==> src/hw/rtl/rspc_pkg.sv <==
// Shared types, opcode constants and decode record for the successor PC unit.
package rspc_pkg;

    localparam int unsigned XLEN = 32;

    typedef logic [XLEN-1:0] word_t;

    // 32-bit major opcodes
    localparam logic [6:0] OPC_JAL    = 7'h6F;
    localparam logic [6:0] OPC_JALR   = 7'h67;
    localparam logic [6:0] OPC_BRANCH = 7'h63;

    // Compressed quadrants and funct3 codes
    localparam logic [1:0] QUAD_C1  = 2'b01;
    localparam logic [1:0] QUAD_C2  = 2'b10;
    localparam logic [1:0] QUAD_STD = 2'b11;

    localparam logic [2:0] F3_CJAL  = 3'b001;
    localparam logic [2:0] F3_CJ    = 3'b101;
    localparam logic [2:0] F3_CBEQZ = 3'b110;
    localparam logic [2:0] F3_CBNEZ = 3'b111;
    localparam logic [2:0] F3_CJR   = 3'b100;

    // c.jr / c.jalr: quadrant 10 with rs2 field zero
    localparam logic [15:0] CR_MASK = 16'h007F;
    localparam logic [15:0] CR_JUMP = 16'h0002;

    localparam logic [1:0] COUNT_ONE = 2'd1;
    localparam logic [1:0] COUNT_TWO = 2'd2;

    localparam word_t STEP_STD = word_t'(4);
    localparam word_t STEP_CMP = word_t'(2);

    // Operands for the two target adders, produced by the decoder
    typedef struct packed {
        word_t base0;        // pc or rs1 value
        word_t imm0;         // offset added to base0
        word_t imm1;         // offset added to pc for the taken branch
        logic  two_targets;  // conditional branch: both targets valid
        logic  clear_lsb;    // register-indirect jump: drop bit 0
    } dec_t;

endpackage

==> src/hw/rtl/rspc_channels.sv <==
// Valid/ready channel interfaces for the successor PC unit.
interface rspc_in_if;
    import rspc_pkg::*;

    logic  valid;
    logic  ready;
    word_t pc;
    word_t instruction;
    word_t rs1_value;

    modport source (output valid, output pc, output instruction, output rs1_value,
                    input ready);
    modport sink   (input valid, input pc, input instruction, input rs1_value,
                    output ready);
endinterface

interface rspc_out_if;
    import rspc_pkg::*;

    logic       valid;
    logic       ready;
    logic [1:0] target_count;
    word_t      first_target;
    word_t      second_target;

    modport source (output valid, output target_count, output first_target,
                    output second_target, input ready);
    modport sink   (input valid, input target_count, input first_target,
                    input second_target, output ready);
endinterface

==> src/hw/rtl/rspc_decode.sv <==
// Instruction decoder: classifies the instruction and builds adder operands.
module rspc_decode
    import rspc_pkg::*;
(
    input  word_t pc,
    input  word_t instruction,
    input  word_t rs1_value,
    output dec_t  dec
);

    logic [15:0] half;
    logic [2:0]  c_f3;
    word_t       imm_j;
    word_t       imm_i;
    word_t       imm_b;
    word_t       imm_cj;
    word_t       imm_cb;

    assign half = instruction[15:0];
    assign c_f3 = half[15:13];

    assign imm_j  = {{11{instruction[31]}}, instruction[31], instruction[19:12],
                     instruction[20], instruction[30:21], 1'b0};
    assign imm_i  = {{20{instruction[31]}}, instruction[31:20]};
    assign imm_b  = {{19{instruction[31]}}, instruction[31], instruction[7],
                     instruction[30:25], instruction[11:8], 1'b0};
    assign imm_cj = {{20{half[12]}}, half[12], half[8], half[10:9], half[6],
                     half[7], half[2], half[11], half[5:3], 1'b0};
    assign imm_cb = {{23{half[12]}}, half[12], half[6:5], half[2], half[11:10],
                     half[4:3], 1'b0};

    always_comb
    begin
        dec.base0       = pc;
        dec.imm0        = STEP_CMP;
        dec.imm1        = '0;
        dec.two_targets = 1'b0;
        dec.clear_lsb   = 1'b0;

        if (instruction[1:0] == QUAD_STD)
        begin
            dec.imm0 = STEP_STD;
            priority if (instruction[6:0] == OPC_JAL)
            begin
                dec.imm0 = imm_j;
            end
            else if (instruction[6:0] == OPC_JALR)
            begin
                dec.base0     = rs1_value;
                dec.imm0      = imm_i;
                dec.clear_lsb = 1'b1;
            end
            else if (instruction[6:0] == OPC_BRANCH)
            begin
                dec.imm1        = imm_b;
                dec.two_targets = 1'b1;
            end
            else
            begin
                dec.imm0 = STEP_STD;
            end
        end
        else
        begin
            priority if (half[1:0] == QUAD_C1 && (c_f3 == F3_CJ || c_f3 == F3_CJAL))
            begin
                dec.imm0 = imm_cj;
            end
            else if (half[1:0] == QUAD_C1 && (c_f3 == F3_CBEQZ || c_f3 == F3_CBNEZ))
            begin
                dec.imm1        = imm_cb;
                dec.two_targets = 1'b1;
            end
            else if ((half & CR_MASK) == CR_JUMP && c_f3 == F3_CJR
                     && half[11:7] != 5'd0)
            begin
                // c.jr / c.jalr; rs1 zero falls through as c.ebreak or reserved
                dec.base0     = rs1_value;
                dec.imm0      = '0;
                dec.clear_lsb = 1'b1;
            end
            else
            begin
                dec.imm0 = STEP_CMP;
            end
        end
    end

endmodule

==> src/hw/rtl/riscv_successor_pc_unit_top.sv <==
// Top level of the RV32IC successor PC unit: decode, add and output stages.
// An accepted input transaction passes the decode, adder and output registers in turn.
// Throughput: one transaction per cycle when not stalled; a full pipeline
// with a stalled output holds every stage, and the ready chain frees a stage
// once the stage behind it moves on, so bubbles are squeezed out under backpressure.
// Reset (rst_n low, asynchronous) clears the stage valid bits only.
module riscv_successor_pc_unit_top
    import rspc_pkg::*;
(
    input logic         clk,
    input logic         rst_n,
    rspc_in_if.sink     instr_ch,
    rspc_out_if.source  target_ch
);

    // ------------------------------------------------------------------
    // Stage handshake: each stage advances when it is empty or when the
    // stage after it advances. The output register is the last stage.
    // ------------------------------------------------------------------
    logic v1_reg, v2_reg, v3_reg;
    logic rdy1, rdy2, rdy3;

    assign rdy3 = !v3_reg || target_ch.ready;
    assign rdy2 = !v2_reg || rdy3;
    assign rdy1 = !v1_reg || rdy2;

    assign instr_ch.ready = rdy1;

    // ------------------------------------------------------------------
    // Stage 1: decode the instruction into adder operands.
    // ------------------------------------------------------------------
    dec_t  dec;
    dec_t  dec1_reg;
    word_t pc1_reg;

    rspc_decode u_decode (
        .pc          (instr_ch.pc),
        .instruction (instr_ch.instruction),
        .rs1_value   (instr_ch.rs1_value),
        .dec         (dec)
    );

    always_ff @(posedge clk)
    begin
        if (rdy1)
        begin
            dec1_reg <= dec;
            pc1_reg  <= instr_ch.pc;
        end
    end

    // ------------------------------------------------------------------
    // Stage 2: both target adders, one 32-bit add each, wrapping mod 2^32.
    // ------------------------------------------------------------------
    word_t sum0_next, sum1_next;
    word_t sum0_reg, sum1_reg;
    logic  two2_reg, clr2_reg;

    assign sum0_next = dec1_reg.base0 + dec1_reg.imm0;
    assign sum1_next = pc1_reg + dec1_reg.imm1;

    always_ff @(posedge clk)
    begin
        if (rdy2)
        begin
            sum0_reg <= sum0_next;
            sum1_reg <= sum1_next;
            two2_reg <= dec1_reg.two_targets;
            clr2_reg <= dec1_reg.clear_lsb;
        end
    end

    // ------------------------------------------------------------------
    // Stage 3: output register. Drop bit 0 for register-indirect jumps and
    // force the second target to zero when only one successor exists.
    // ------------------------------------------------------------------
    logic [1:0] count_next, count_reg;
    word_t      first_next, first_reg;
    word_t      second_next, second_reg;

    assign count_next  = two2_reg ? COUNT_TWO : COUNT_ONE;
    assign first_next  = {sum0_reg[XLEN-1:1], sum0_reg[0] & ~clr2_reg};
    assign second_next = two2_reg ? sum1_reg : '0;

    always_ff @(posedge clk)
    begin
        if (rdy3)
        begin
            count_reg  <= count_next;
            first_reg  <= first_next;
            second_reg <= second_next;
        end
    end

    // Valid bits travel with the data.
    always_ff @(posedge clk or negedge rst_n)
    begin
        if (!rst_n)
        begin
            v1_reg <= 1'b0;
            v2_reg <= 1'b0;
            v3_reg <= 1'b0;
        end
        else
        begin
            if (rdy1)
            begin
                v1_reg <= instr_ch.valid;
            end
            if (rdy2)
            begin
                v2_reg <= v1_reg;
            end
            if (rdy3)
            begin
                v3_reg <= v2_reg;
            end
        end
    end

    assign target_ch.valid         = v3_reg;
    assign target_ch.target_count  = count_reg;
    assign target_ch.first_target  = first_reg;
    assign target_ch.second_target = second_reg;

    // ------------------------------------------------------------------
    // Assertions
    // ------------------------------------------------------------------
    // A presented result always carries one or two targets.
    assert property (@(posedge clk) disable iff (!rst_n)
        target_ch.valid |-> (target_ch.target_count == COUNT_ONE ||
                             target_ch.target_count == COUNT_TWO))
        else $error("target_count out of range");

    // A single-successor result keeps the second target at zero.
    assert property (@(posedge clk) disable iff (!rst_n)
        (target_ch.valid && target_ch.target_count == COUNT_ONE)
            |-> target_ch.second_target == '0)
        else $error("second_target not zero for single successor");

    // An accepted transaction occupies the decode stage on the next cycle.
    assert property (@(posedge clk) disable iff (!rst_n)
        (instr_ch.valid && instr_ch.ready) |=> v1_reg)
        else $error("accepted transaction lost at decode stage");

    // A full adder stage that cannot advance keeps its valid bit.
    assert property (@(posedge clk) disable iff (!rst_n)
        (v2_reg && !rdy3) |=> v2_reg)
        else $error("stalled adder stage dropped its transaction");

endmodule
==> src/flat_wrapper.sv <==
// flat-port wrapper written by rule: the top's interface ports become plain ports
module riscv_successor_pc_unit_top_flat import rspc_pkg::*;
  (clk, rst_n, instr_ch_valid, instr_ch_pc, instr_ch_instruction, instr_ch_rs1_value, instr_ch_ready, target_ch_valid, target_ch_target_count, target_ch_first_target, target_ch_second_target, target_ch_ready);
  rspc_in_if instr_ch_i ();
  rspc_out_if target_ch_i ();
  input logic clk;
  input logic rst_n;
  input wire logic [$bits(instr_ch_i.valid)-1:0] instr_ch_valid;
  input wire logic [$bits(instr_ch_i.pc)-1:0] instr_ch_pc;
  input wire logic [$bits(instr_ch_i.instruction)-1:0] instr_ch_instruction;
  input wire logic [$bits(instr_ch_i.rs1_value)-1:0] instr_ch_rs1_value;
  output wire logic [$bits(instr_ch_i.ready)-1:0] instr_ch_ready;
  output wire logic [$bits(target_ch_i.valid)-1:0] target_ch_valid;
  output wire logic [$bits(target_ch_i.target_count)-1:0] target_ch_target_count;
  output wire logic [$bits(target_ch_i.first_target)-1:0] target_ch_first_target;
  output wire logic [$bits(target_ch_i.second_target)-1:0] target_ch_second_target;
  input wire logic [$bits(target_ch_i.ready)-1:0] target_ch_ready;
  assign instr_ch_i.valid = instr_ch_valid;
  assign instr_ch_i.pc = instr_ch_pc;
  assign instr_ch_i.instruction = instr_ch_instruction;
  assign instr_ch_i.rs1_value = instr_ch_rs1_value;
  assign instr_ch_ready = instr_ch_i.ready;
  assign target_ch_valid = target_ch_i.valid;
  assign target_ch_target_count = target_ch_i.target_count;
  assign target_ch_first_target = target_ch_i.first_target;
  assign target_ch_second_target = target_ch_i.second_target;
  assign target_ch_i.ready = target_ch_ready;
  riscv_successor_pc_unit_top u_core (.clk(clk), .rst_n(rst_n), .instr_ch(instr_ch_i), .target_ch(target_ch_i));
endmodule
==> config.mk <==
export PLATFORM = sky130hd
export DESIGN_NAME = riscv_successor_pc_unit_top_flat
export DESIGN_NICKNAME = d
export VERILOG_FILES = /design/src/hw/rtl/rspc_pkg.sv /design/src/hw/rtl/rspc_channels.sv /design/src/hw/rtl/rspc_decode.sv /design/src/hw/rtl/riscv_successor_pc_unit_top.sv /design/src/flat_wrapper.sv
export SDC_FILE = /design/constraint.sdc
export NUM_CORES = 1
export LEC_CHECK = 0
export BUFFER_PORTS_ARGS = -buffer_cell sky130_fd_sc_hd__buf_2
export CORE_ASPECT_RATIO = 0.75
export CORE_MARGIN = 2
export CORE_UTILIZATION = 45
export DETAILED_ROUTE_END_ITERATION = 16
export GPL_TIMING_DRIVEN = 0
export PLACE_DENSITY = 0.78
export RECOVER_POWER = 25
export SLEW_MARGIN = 5
export SYNTH_ARGS = -nofsm -noshare
export SYNTH_HDL_FRONTEND = slang
export SYNTH_HIERARCHICAL = 1
export SYNTH_SLANG_ARGS = --single-unit
==> constraint.sdc <==
create_clock -name clk -period 5.5 [get_ports clk]
set_clock_uncertainty 0.1 [all_clocks]
set_input_delay 0.275 -clock clk [delete_from_list [all_inputs] [get_ports clk]]
set_output_delay 0.275 -clock clk [all_outputs]
set_load 0.02 [all_outputs]
# == Word level (Yosys, flattened, before mapping) ==
# Cells that the tools add are included.
# op_classes
addsub,2
eq_ne,11
mux,19
bitwise_logic,2
n_reduce_logical,13
# ops
operator,count
two-way mux 32 bit,7
two-way mux 33 bit,3
two-way mux 98 bit,1
two-way mux 34 bit,2
adder 32 bit,2
two-way mux 64 bit,1
equality test 7 bit (second input constant),3
equality test 3 bit (second input constant),4
equality test 7 x 2 -> 1 bit (second input constant),1
logical OR 1 bit,5
nonzero test 5 bit,1
logical AND 1 bit,4
two-way mux 2 bit,2
equality test 3 x 1 -> 1 bit (second input constant),1
logical NOT 1 bit,3
two-way mux 1 bit,3
equality test 2 x 1 -> 1 bit (second input constant),1
equality test 2 bit (second input constant),1
AND 1 bit,1
NOT 1 bit,1
# word_totals
ff_bits,265
inputBits,100
out_inout_bits,68
word_cells,63

# == Logic depth before layout (Yosys ltp) ==
# Gate-level depths: netlist (run 1).
# depth
word_depth,7
ltp_mapped,10
depth_no_buf,10

# == Cells and area by module ==
# The synthesis (run 1) kept the hierarchy.
# modules_own_cells
mod,instances,cells_per_inst,area_per_inst_um2,seq_area_each_um2
riscv_successor_pc_unit_top,1,746,11442.2,7942.6
rspc_decode,1,136,1182.4,0.0

# == Worst setup path after synthesis (run 1) ==
# No wires, ideal clock.
# synth_timing
path_type,reg2reg
startpoint,"reg u_core.v3_reg, in the netlist u_core/target_ch.valid"
endpoint,reg u_core/dec1_reg[0] (netlist name) (enable)
setup_time_ps,1803
arrival_time_ps,4277
required_time_ps,3597
slack_ps,-680
stages_incl_launch_ff,2
n_path_buf,0
synth_period_minus_slack_ps,6180
path_cell_list,dfrtp_1 nand4b_1
# synth_via
elab_chain_cells,4
# synth_lines
item,line_no,rtl
start: declaration,riscv_successor_pc_unit_top.sv:20,"logic v1_reg, v2_reg, v3_reg;"
start signal: assignment,riscv_successor_pc_unit_top.sv:116,v3_reg <= v2_reg;
logical NOT 1 bit,riscv_successor_pc_unit_top.sv:23,assign rdy3 = !v3_reg || target_ch.ready;
logical OR 1 bit,riscv_successor_pc_unit_top.sv:23,
logical OR 1 bit,riscv_successor_pc_unit_top.sv:24,assign rdy2 = !v2_reg || rdy3;
logical OR 1 bit,riscv_successor_pc_unit_top.sv:25,assign rdy1 = !v1_reg || rdy2;
named net instr_ch_ready,flat_wrapper.sv:12,output wire logic [$bits(instr_ch_i.ready)-1:0] instr_ch_ready;
end signal: assignment,riscv_successor_pc_unit_top.sv:47,dec1_reg <= dec;
end: declaration,riscv_successor_pc_unit_top.sv:33,dec_t dec1_reg;
# The timed path passes the listed nets, and every way through them passes these cells.
# A chain may end at the register's enable or synchronous reset.

# == Worst setup path after layout (run 1) ==
# layout_timing
startpoint,"reg u_core.v3_reg, in the netlist u_core/target_ch.valid"
endpoint,out instr_ch_ready
# layout_via
elab_chain_cells,4
# layout_lines
item,line_no
logical NOT 1 bit,riscv_successor_pc_unit_top.sv:23
logical OR 1 bit,riscv_successor_pc_unit_top.sv:23
logical OR 1 bit,riscv_successor_pc_unit_top.sv:24
logical OR 1 bit,riscv_successor_pc_unit_top.sv:25
end: declaration,flat_wrapper.sv:12
# No other way between the ends.

==> results of run 1 <==
## what timing repair did
action / 4_1_cts / 5_1_grt
hold buffers: 89 / 0
buffers inserted: 0 / 0
hold endpoints to repair: 91 / 0
## power by group through the flow
stage / Combinational (mW) / Clock, mW / Sequential, mW
finish: 1.04 / 1.84 / 2.71
global route: 1.14 / 1.96 / 2.74
CTS: 1.05 / 1.87 / 2.71
detailed placement: 0.988 / 0 / 2.75
global placement: 0.943 / 0 / 2.77
floorplan: 0.557 / 0 / 2.85
## through the flow
stage,std cells,area (um^2)
3_5_place_dp,1420,14100
4_1_cts,1558,15900
2_1_floorplan,882,12600
5_1_grt,1560,15800
6_report,1560,15800
3_3_place_gp,1406,13900
## worst max-delay path by stage
stage / to / start / slack [ns] / depth (start not counted)
floorplan: u_core/dec1_reg[0] / u_core/target_ch.valid / -0.60 / 1
global route: instr_ch_ready / u_core/target_ch.valid / 2.06 / 8
global placement: u_core/pc1_reg[5] / target_ch_ready / -2.55 / 2
CTS: instr_ch_ready / u_core/target_ch.valid / 2.20 / 8
detailed placement: u_core/sum1_reg[26] / u_core/dec1_reg[2] / 2.37 / 10
finish: instr_ch_ready / u_core/target_ch.valid / 2.18 / 8
## kinds of logic after synthesis
logic type                 after synthesis  synth area share (%)
AOI/OAI and AO/OA                      202                  11.8
xor gates and xnor gates                58                  4.02
adders and majority gates               64                  6.46
buffers and inverters                   68                  3.12
DFF                                    265                  62.9
muxes                                   32                  3.72
other                                    1                0.0297
and+or+nand+nor                        192                  7.91
## cell usage in the layout, fill, tap and decap left out, types with 9 or more instances in the layout
| cell | n |
|---|---|
| xor2_1 | 24 |
| nand2_1 | 54 |
| xnor2_1 | 34 |
| nor2b_1 | 9 |
| nand3_1 | 12 |
| clkbuf_16 | 29 |
| inv_1 | 18 |
| ha_1 | 62 |
| clkbuf_1 | 79 |
| a22o_1 | 15 |
| dlygate4sd3_1 | 89 |
| mux2_4 | 29 |
| buf_2 | 108 |
| a21o_1 | 39 |
| and2_1 | 20 |
| and2_0 | 16 |
| a21oi_1 | 50 |
| o21ai_0 | 21 |
| nor2_1 | 30 |
| buf_4 | 31 |
| edfxtp_1 | 262 |
| o21bai_1 | 11 |
## layout make-up
cell class / count / share of cell area [%]
Clock inverter: 15 / 0.909
Buffer: 50 / 2.06
Multi-Input combinational cell: 549 / 27.1
Inverter: 18 / 0.427
Timing Repair Buffer: 270 / 11.8
Antenna cell: 2 / 0.0316
Clock buffer: 34 / 4.70
Tap cell: 357 / 2.82
Sequential cell: 265 / 50.2
## metal layers
metal | up-vias | wire (um) | GRT usage (%)
li1 | 3949 | - | -
met1 | 4030 | 12600 | 26.1
met2 | 320 | 14800 | 34.6
met3 | 116 | 1740 | 3.48
met4 | 0 | 1670 | 11.2
met5 | - | 0 | 0
==> results by group, run 1 <==
CTS
  • CTS Buffer Depth: 3
  • Worst-Skew Late Latency: 0.54 ns
  • Root buffer cell: clkbuf_16
  • Sinks on the clock net: 265
  • Post-CTS resize count: 0
  • CTS tree: done
  • H-tree Lvls: 1
  • Clock-pin transition on the worst setup and hold timing paths: 0.07 ns
  • TritonCTS Buffers: 28

Placement
  • Port bufs: 167
  • RePlAce Congestion: 0.919
  • Place WS: 2.37 ns
  • DP HPWL: 20500 um

Logic synthesis
  • Yosys cell types: 78
  • Cell area after synthesis: 12600 um^2
  • Synth warn: 6
  • Post-synthesis sequential area ratio: 62.9%
  • Total nets after synthesis: 1046
  • Number of synthesized register bits: 265
  • Fraction of registers with async set/reset: 1.13%
  • Primary FF master, synth: edfxtp_1
  • Syn avg cell area: 14.3 um^2
  • Most frequent cell after synthesis: edfxtp_1
  • Commonest cells in the synthesized netlist: 262 x edfxtp_1, 62 x ha_1, 54 x nand2_1
  • Post-synth EDFFs: 262
  • Synthesized netlist cell count: 882
  • Post-synth top area cell: edfxtp_1
  • Area fraction of the dominant cell type after synthesis: 62.3%
  • Top cells by area, synth: edfxtp_1 62%, ha_1 6.1%, mux2_4 3.4%

Die
  • Row count: 53
  • Initial Util: 45.4%
  • Die width: 197 um
  • Total core area: 27800 um^2
  • I/O pin total: 168
  • Die height: 149 um
  • Full die area: 29400 um^2

Layout
  • Final net count: 1346
  • Final core utilization: 57.0%
  • Layout area overhead: 25.4%
  • Number of flip-flops in the largest register: 98
  • Share of cells above drive strength 1: 20.6%
  • Reg area: 7940 um^2
  • Area of the multi-input gates: 4290 um^2
  • # fillers: 2127

Run
  • Max-cap violations: 1

STA
  • Post-Route Setup TNS: 0 ns
  • Final Max Tran Viols: 32
  • Slew @ Worst Pin: 1.59 ns
  • Final setup viols: 0
  • RSZ-0062 raised after global routing: false
  • Fin crit share: 60.4%
  • Final hold viol count: 0
  • Final worst slack: 2.18 ns
  • Max Fclk: 0.301 GHz
  • Worst hold slack: 0.0388 ns
  • Slew HR: -5.82%
  • Final min period: 3.32 ns

Setup path
  • Crit-path max cell delay: 0.58 ns
  • Critical Path RT: 5.12 ns
  • Worst R2R Start: u_core/dec1_reg[2]
  • WP buf/inv: 7
  • Most used cell, CP: buf_8
  • Top Family by Delay on Critical Path: buffers and inverters
  • CP max FO: 16
  • Critical path type: flip-flop to primary output
  • Setup crit start kind: flip-flop
  • Worst setup EP type: primary output
  • Slowest CP cell: nand4b_1
  • Worst-path cell chain: nand4b_1 -> buf_8 -> buf_8 -> buf_8 -> buf_8 -> buf_6 -> buf_6 -> buf_2
  • Crit path DAT: 2.95 ns
  • Reg2Reg Depth: 10
  • Worst R2R End: u_core/sum1_reg[26]
  • Reg2reg setup slack: 2.25 ns

Drt
  • Antenna-violating nets left: 0
  • First-pass DRT Iterations: 5
  • Vias: 8415
  • Vias per cell: 5.39
  • Drt wl/cell: 19.7 um
  • Final WL: 30800 um
  • DR DRC count: 0
  • DRT iter0 DRCs: 570

Hold path
  • Hold EP: u_core/dec1_reg[4]
  • Hold Path Depth: 2
  • Worst hold-check path type: input port to flip-flop
  • Hold Crit Start: instr_ch_instruction[9]

Pwr
  • PD cells: 354 nW/um^2
  • Clock power share: 32.9%
  • NetSw: 1.48 mW
  • Internal power: 4.12 mW
  • Switching fraction of total power: 26.4%
  • Comb pwr share: 18.7%
  • Peak supply drop: 0.000212 V
  • Reg power frac: 48.5%
  • LEAKAGE: 6.62 nW
  • Pwr Total: 5.60 mW

Status
  • Status: finished, violations left
  • Failing checks: max-capacitance violations, max-slew violations

GRT
  • Number of global-route vias before repair: 8518
  • Tot GR Track Use: 20.8%
  • Grt ovf: 0
  • Largest net degree at the start of global routing: 37
  • First-pass GRT wire length: 46700 um
  • Initial antenna violation count: 1
Note: power is estimated with default switching activity, not from simulation.
==> run 2, diff against run 1 <==
==> constraint.sdc (replaced) <==
create_clock -name clk -period 2.7 [get_ports clk]
set_clock_uncertainty 0.1 [all_clocks]
set_input_delay 0.135 -clock clk [delete_from_list [all_inputs] [get_ports clk]]
set_output_delay 0.135 -clock clk [all_outputs]
set_load 0.02 [all_outputs]
==> run 2 against run 1 <==
Die area stayed put; worst hold slack better by 0.14 ns; sequential share of layout area fell by 2.2 points; register-to-register slack got worse by 2.4 ns; the flow finishes with violations (negative setup slack); core utilization is 2.7 points higher; final cell count increased by 2.1%; global-route usage increased by 0.86 points; largest cell class unchanged.
==> results by group, run 2 (synthesis results as in run 1) <==
Status
  • Status: finished, violations left
  • Failing checks: negative setup slack

Placement
  • RePlAce Congestion: 0.907
  • Place WS: -0.320 ns
  • Port bufs: 167
  • Placed cells: 1420
  • DP HPWL: 20600 um

CTS
  • Sinks on the clock net: 265
  • Worst-Skew Late Latency: 0.53 ns
  • Clock-pin transition on the worst setup and hold timing paths: 0.07 ns
  • Root buffer cell: clkbuf_16
  • CTS Buffer Depth: 3
  • CTS tree: done
  • H-tree Lvls: 1
  • TritonCTS Buffers: 27

Die
  • Initial Util: 45.4%
  • I/O pin total: 168
  • Full die area: 29400 um^2
  • Die height: 149 um
  • Total core area: 27800 um^2
  • Row count: 53
  • Die width: 197 um

Setup path
  • Critical path type: flip-flop to flip-flop
  • Critical path origin: u_core/dec1_reg[2]
  • Worst R2R End: u_core/sum1_reg[30]
  • Reg2reg setup slack: -0.11 ns
  • Reg2Reg Depth: 10
  • Worst-path cell chain: ha_2 -> fa_2 -> a21o_1 -> a21oi_2 -> o21ai_2 -> a41o_4 -> a31oi_4 -> o31a_1 -> o41ai_2 -> xor2_1
  • Setup crit start kind: flip-flop
  • CP max FO: 5
  • Worst setup EP type: flip-flop
  • Critical Path RT: 2.87 ns
  • Crit path DAT: 2.98 ns
  • Slowest CP cell: edfxtp_1
  • Crit-path max cell delay: 0.41 ns
  • Worst R2R Start: u_core/dec1_reg[2]

Layout
  • Share of cells above drive strength 1: 24.4%
  • Commonest non-fill, non-tap cell in the layout: edfxtp_1
  • Final net count: 1382
  • Commonest non-fill, non-tap cells in the layout: 262 x edfxtp_1, 105 x dlygate4sd3_1, 103 x clkbuf_1, 79 x buf_2, 51 x nand2_1
  • Layout area overhead: 31.2%
  • # fillers: 2042
  • Reg area: 7940 um^2
  • Post-route insts no fill: 1592
  • Number of flip-flops in the largest register: 98
  • Area of the multi-input gates: 4720 um^2

STA
  • Slew HR: 60.8%
  • Max Fclk: 0.356 GHz
  • Slew @ Worst Pin: 0.580 ns
  • Final setup viols: 8
  • Fin crit share: 104%
  • Final min period: 2.81 ns
  • RSZ-0062 raised after global routing: true
  • Final hold viol count: 0
  • Worst hold slack: 0.179 ns
  • Final worst slack: -0.110 ns
  • Final Max Tran Viols: 0

GRT
  • Tot GR Track Use: 21.6%
  • First-pass GRT wire length: 49000 um
  • Number of global-route vias before repair: 8899
  • Largest net degree at the start of global routing: 36
  • Grt ovf: 0
  • Initial antenna violation count: 1

Drt
  • Vias per cell: 5.57
  • First-pass DRT Iterations: 5
  • Drt wl/cell: 20.5 um
  • DR DRC count: 0
  • Antenna-violating nets left: 0
  • DRT iter0 DRCs: 700
  • Final WL: 32600 um
  • Vias: 8863

Pwr
  • LEAKAGE: 6.79 nW
  • PD cells: 715 nW/um^2
  • Peak supply drop: 0.000498 V

Hold path
  • Hold Path Depth: 3
  • Hold EP: u_core/v2_reg
  • Hold Crit Start: target_ch_ready
  • Worst hold-check path type: input port to flip-flop

Run
  • Max-cap violations: 0
-- run 2: cell types whose count changed in the layout (fill, tap and decap cells not counted), sizes merged --
| cell | previous run | this run |
|---|---|---|
| clkbuf | 108 | 130 |
| dlygate4sd3 | 89 | 105 |
| buf | 157 | 150 |
| clkinv | 11 | 7 |
| bufinv | 3 | 6 |
| clkinvlp | 1 | 2 |
| inv | 18 | 19 |
-- run 2: report_power, final --
part | internal (mW) | switching (mW)
Clock | 2.38 | 1.54
Sequential | 5.33 | 0.216
Combinational | 0.962 | 1.41
Total | 8.67 | 3.17
-- run 2: critical path, delay by kind of cell (launching register included) --
family                   cells  cell delay, ns
XOR/XNOR                     1            0.16
adder cells (fa/ha/maj)      2            0.60
flip-flops                   1            0.41
AO/OA/AOI/OAI                7            1.29
-- run 2: cell type report --
class	count	share of cell area, %
Sequential cell	265	47.9
Multi-Input combinational cell	549	28.5
Antenna cell	2	0.0302
Inverter	18	0.408
Timing Repair Buffer	308	13.0
Clock buffer	28	4.10
Tap cell	357	2.70
Buffer	49	1.95
Clock inverter	16	1.41
-- run 2: worst max path at each step --
stage | depth (start not counted) | end
2_1_floorplan | 1 | u_core/dec1_reg[0]
3_3_place_gp | 1 | u_core/pc1_reg[5]
3_5_place_dp | 10 | u_core/sum1_reg[26]
4_1_cts | 10 | u_core/sum0_reg[24]
5_1_grt | 10 | u_core/sum0_reg[24]
6_report | 10 | u_core/sum1_reg[30]
-- run 2: per-stage QoR --
stage	power, mW	utilization, %	TNS, ns	area [um^2]
4_1_cts	11.8	58.9	-0.204	16400
3_5_place_dp	7.62	50.9	-3.10	14100
2_1_floorplan	6.95	-	-460.13	12600
5_1_grt	12.3	59.6	-1.45	16600
3_3_place_gp	7.57	50.1	-820.55	13900
6_report	11.8	59.6	-0.517	16600
-- run 2: timing repair --
item / 4_1_cts / 5_1_grt
setup endpoints to repair: 25 / 28
hold endpoints to repair: 99 / 0
hold buffers: 105 / 0
buffers inserted: 11 / 12
pin swaps: 17 / 29
gates resized for setup: 34 / 43
-- run 2: per-layer routing --
layer	up-vias	wire [um]	track usage, %
met3	125	2440	4.23
met5	-	0	0
met1	4282	12700	27.0
li1	4014	-	-
met2	442	15900	36.3
met4	0	1580	10.5
==> run 3, diff against run 2 <==
--- a/config.mk
+++ b/config.mk
@@ -11,7 +11,7 @@
 export CORE_UTILIZATION = 45
 export DETAILED_ROUTE_END_ITERATION = 16
 export GPL_TIMING_DRIVEN = 0
-export PLACE_DENSITY = 0.78
+export PLACE_DENSITY = 0.76
 export RECOVER_POWER = 25
 export SLEW_MARGIN = 5
 export SYNTH_ARGS = -nofsm -noshare
==> constraint.sdc (replaced) <==
create_clock -name clk -period 2.6 [get_ports clk]
set_clock_uncertainty 0.1 [all_clocks]
set_input_delay 0.13 -clock clk [delete_from_list [all_inputs] [get_ports clk]]
set_output_delay 0.13 -clock clk [all_outputs]
set_load 0.02 [all_outputs]
==> run 3 against run 2 <==
The flow still finishes with violations (negative setup slack); final cell count grew 1.0%; clock-buffer cell count is 4 higher; setup slack worse by 0.13 ns; die area unchanged; register-to-register slack lost 0.13 ns; via count is 1.9% lower; non-clock buffer count increased by 14; clock power shrank 2%; wire length fell by 0.90%; largest cell class unchanged.
==> results by group, run 3 (synthesis results as in run 1) <==
Status
  • Status: finished, violations left
  • Failing checks: negative setup slack

CTS
  • TritonCTS Buffers: 27
  • Worst-Skew Late Latency: 0.54 ns
  • CTS Buffer Depth: 3
  • Root buffer cell: clkbuf_16
  • H-tree Lvls: 1
  • CTS tree: done
  • Sinks on the clock net: 265
  • Clock-pin transition on the worst setup and hold timing paths: 0.06 ns

Placement
  • DP HPWL: 20600 um
  • Port bufs: 167
  • Area after DPL: 14200 um^2
  • Placed cells: 1420
  • RePlAce Congestion: 0.905

Drt
  • DR DRC count: 0
  • Final WL: 32300 um
  • First-pass DRT Iterations: 5
  • DRT iter0 DRCs: 546
  • Vias: 8693
  • Vias per cell: 5.41
  • Antenna-violating nets left: 0
  • Drt wl/cell: 20.1 um

Layout
  • Final Cell Area: 17000 um^2
  • Number of flip-flops in the largest register: 98
  • Commonest non-fill, non-tap cell in the layout: edfxtp_1
  • Layout area overhead: 34.7%
  • # fillers: 2037
  • Commonest non-fill, non-tap cells in the layout: 262 x edfxtp_1, 134 x buf_2, 104 x dlygate4sd3_1, 65 x buf_4, 52 x clkbuf_1
  • Share of cells above drive strength 1: 31.9%
  • Post-route insts no fill: 1608
  • Final net count: 1396

Hold path
  • Worst hold-check path type: input port to flip-flop

STA
  • Max Fclk: 0.352 GHz
  • RSZ-0062 raised after global routing: true
  • Slew @ Worst Pin: 0.863 ns
  • Slew HR: 42.4%
  • Final Max Tran Viols: 0
  • Final setup viols: 17
  • Fin crit share: 109%
  • Post-Route Setup TNS: -2.07 ns
  • Final min period: 2.84 ns
  • Final hold viol count: 0
  • Final worst slack: -0.239 ns

Die
  • Initial Util: 45.4%
  • I/O pin total: 168
  • Full die area: 29400 um^2
  • Die width: 197 um
  • Die height: 149 um
  • Total core area: 27800 um^2
  • Row count: 53

GRT
  • GR Util met2: 36.0%
  • Met1 Track Usage GR: 27.5%
  • Largest net degree at the start of global routing: 36
  • Most crowded layer after global routing: met2
  • Initial antenna violation count: 3
  • Tot GR Track Use: 21.4%
  • Met3 Use GR: 3.62%
  • First-pass GRT wire length: 48500 um
  • Grt ovf: 0
  • Number of global-route vias before repair: 8817

Pwr
  • Peak supply drop: 0.000464 V
  • Reg power frac: 46.9%
  • Comb pwr share: 21.6%
  • PD cells: 722 nW/um^2
  • LEAKAGE: 7.08 nW
  • Internal power: 8.98 mW
  • NetSw: 3.30 mW
  • Switching fraction of total power: 26.9%
  • Clock power share: 31.5%

Setup path
  • Critical Path RT: 2.79 ns
  • Critical path type: flip-flop to flip-flop
  • Crit path DAT: 3.03 ns
  • Setup crit start kind: flip-flop
  • CP max FO: 5
  • Worst setup EP type: flip-flop

Run
  • Max-cap violations: 0
-- run 3: cell count changes in the layout (fill, tap and decap cells not counted), moves of 5 or more --
cell and change:
buf_2 +55, ha_1 -7, ha_2 -5, a21oi_1 -5
clkinv_2 +5, buf_4 +15, ha_4 +12, clkbuf_1 -51
-- run 3: power by group through the flow --
stage	clock (mW)	sequential [mW]	combinational (mW)
finish	3.86	5.77	2.65
global route	4.09	5.83	2.86
CTS	3.94	5.76	2.44
detailed placement	0	5.81	2.11
global placement	0	5.88	2.01
floorplan	0	6.04	1.19
-- run 3: path summary, 6_finish.rpt --
path	start	slack, ns	to	cells after the start
max	u_core/dec1_reg[2]	-0.24	u_core/sum1_reg[26]	10
min reg2reg	u_core/sum0_reg[8]	0.32	u_core/target_ch.first_target[8]	0
min in group asynchronous	rst_n	0.47	u_core/v1_reg	3
min	target_ch_ready	0.11	u_core/pc1_reg[31]	3
max reg2reg	u_core/dec1_reg[2]	-0.24	u_core/sum1_reg[26]	10
max in group asynchronous	rst_n	1.74	u_core/target_ch.valid	3
-- run 3: critical path, stage by stage (launching register included) --
cell	delay [ns]
edfxtp_1	0.41
ha_4	0.19
fa_2	0.37
a21o_1	0.22
a21oi_4	0.17
o21ai_2	0.10
a41o_4	0.36
a31oi_4	0.14
o31a_1	0.26
o21ai_1	0.11
xor2_1	0.14
-- run 3: layer usage --
metal | routed length (um) | vias up
li1 | - | 4052
met1 | 13600 | 4205
met2 | 15600 | 340
met3 | 1740 | 96
met4 | 1410 | 0
met5 | 0 | -
-- run 3: stage by stage --
| step | util [%] | hold WS (ns) | total power, mW | setup WS [ns] |
|---|---|---|---|---|
| finish | 61.2 | 0.113 | 12.3 | -0.239 |
| CTS | 59.8 | 0.0712 | 12.1 | -0.228 |
| global placement | 50.2 | -0.171 | 7.89 | -5.47 |
| floorplan | - | -0.266 | 7.23 | -3.50 |
| global route | 61.2 | 0.0904 | 12.8 | -0.299 |
| detailed placement | 51.1 | -0.162 | 7.92 | -0.395 |
-- run 3: cell type report --
class	count	area, um^2	area share, %
flip-flops and latches	265	7940	46.7
repair buffers	322	2380	14.0
inverters	18	67.6	0.397
multi-input cells	549	4970	29.3
clock inverters	14	173	1.02
clock buffers	32	694	4.08
diodes	2	5.00	0.0294
well taps	357	447	2.63
plain buffers	49	323	1.90
-- run 3: repair_timing --
| item | in CTS | in global routing |
|---|---|---|
| hold buffers | 104 | 0 |
| setup buffers | 21 | 17 |
| pin swaps | 30 | 30 |
| gates resized for setup | 63 | 53 |
| hold endpoints to repair | 99 | 0 |
| setup endpoints to repair | 31 | 34 |
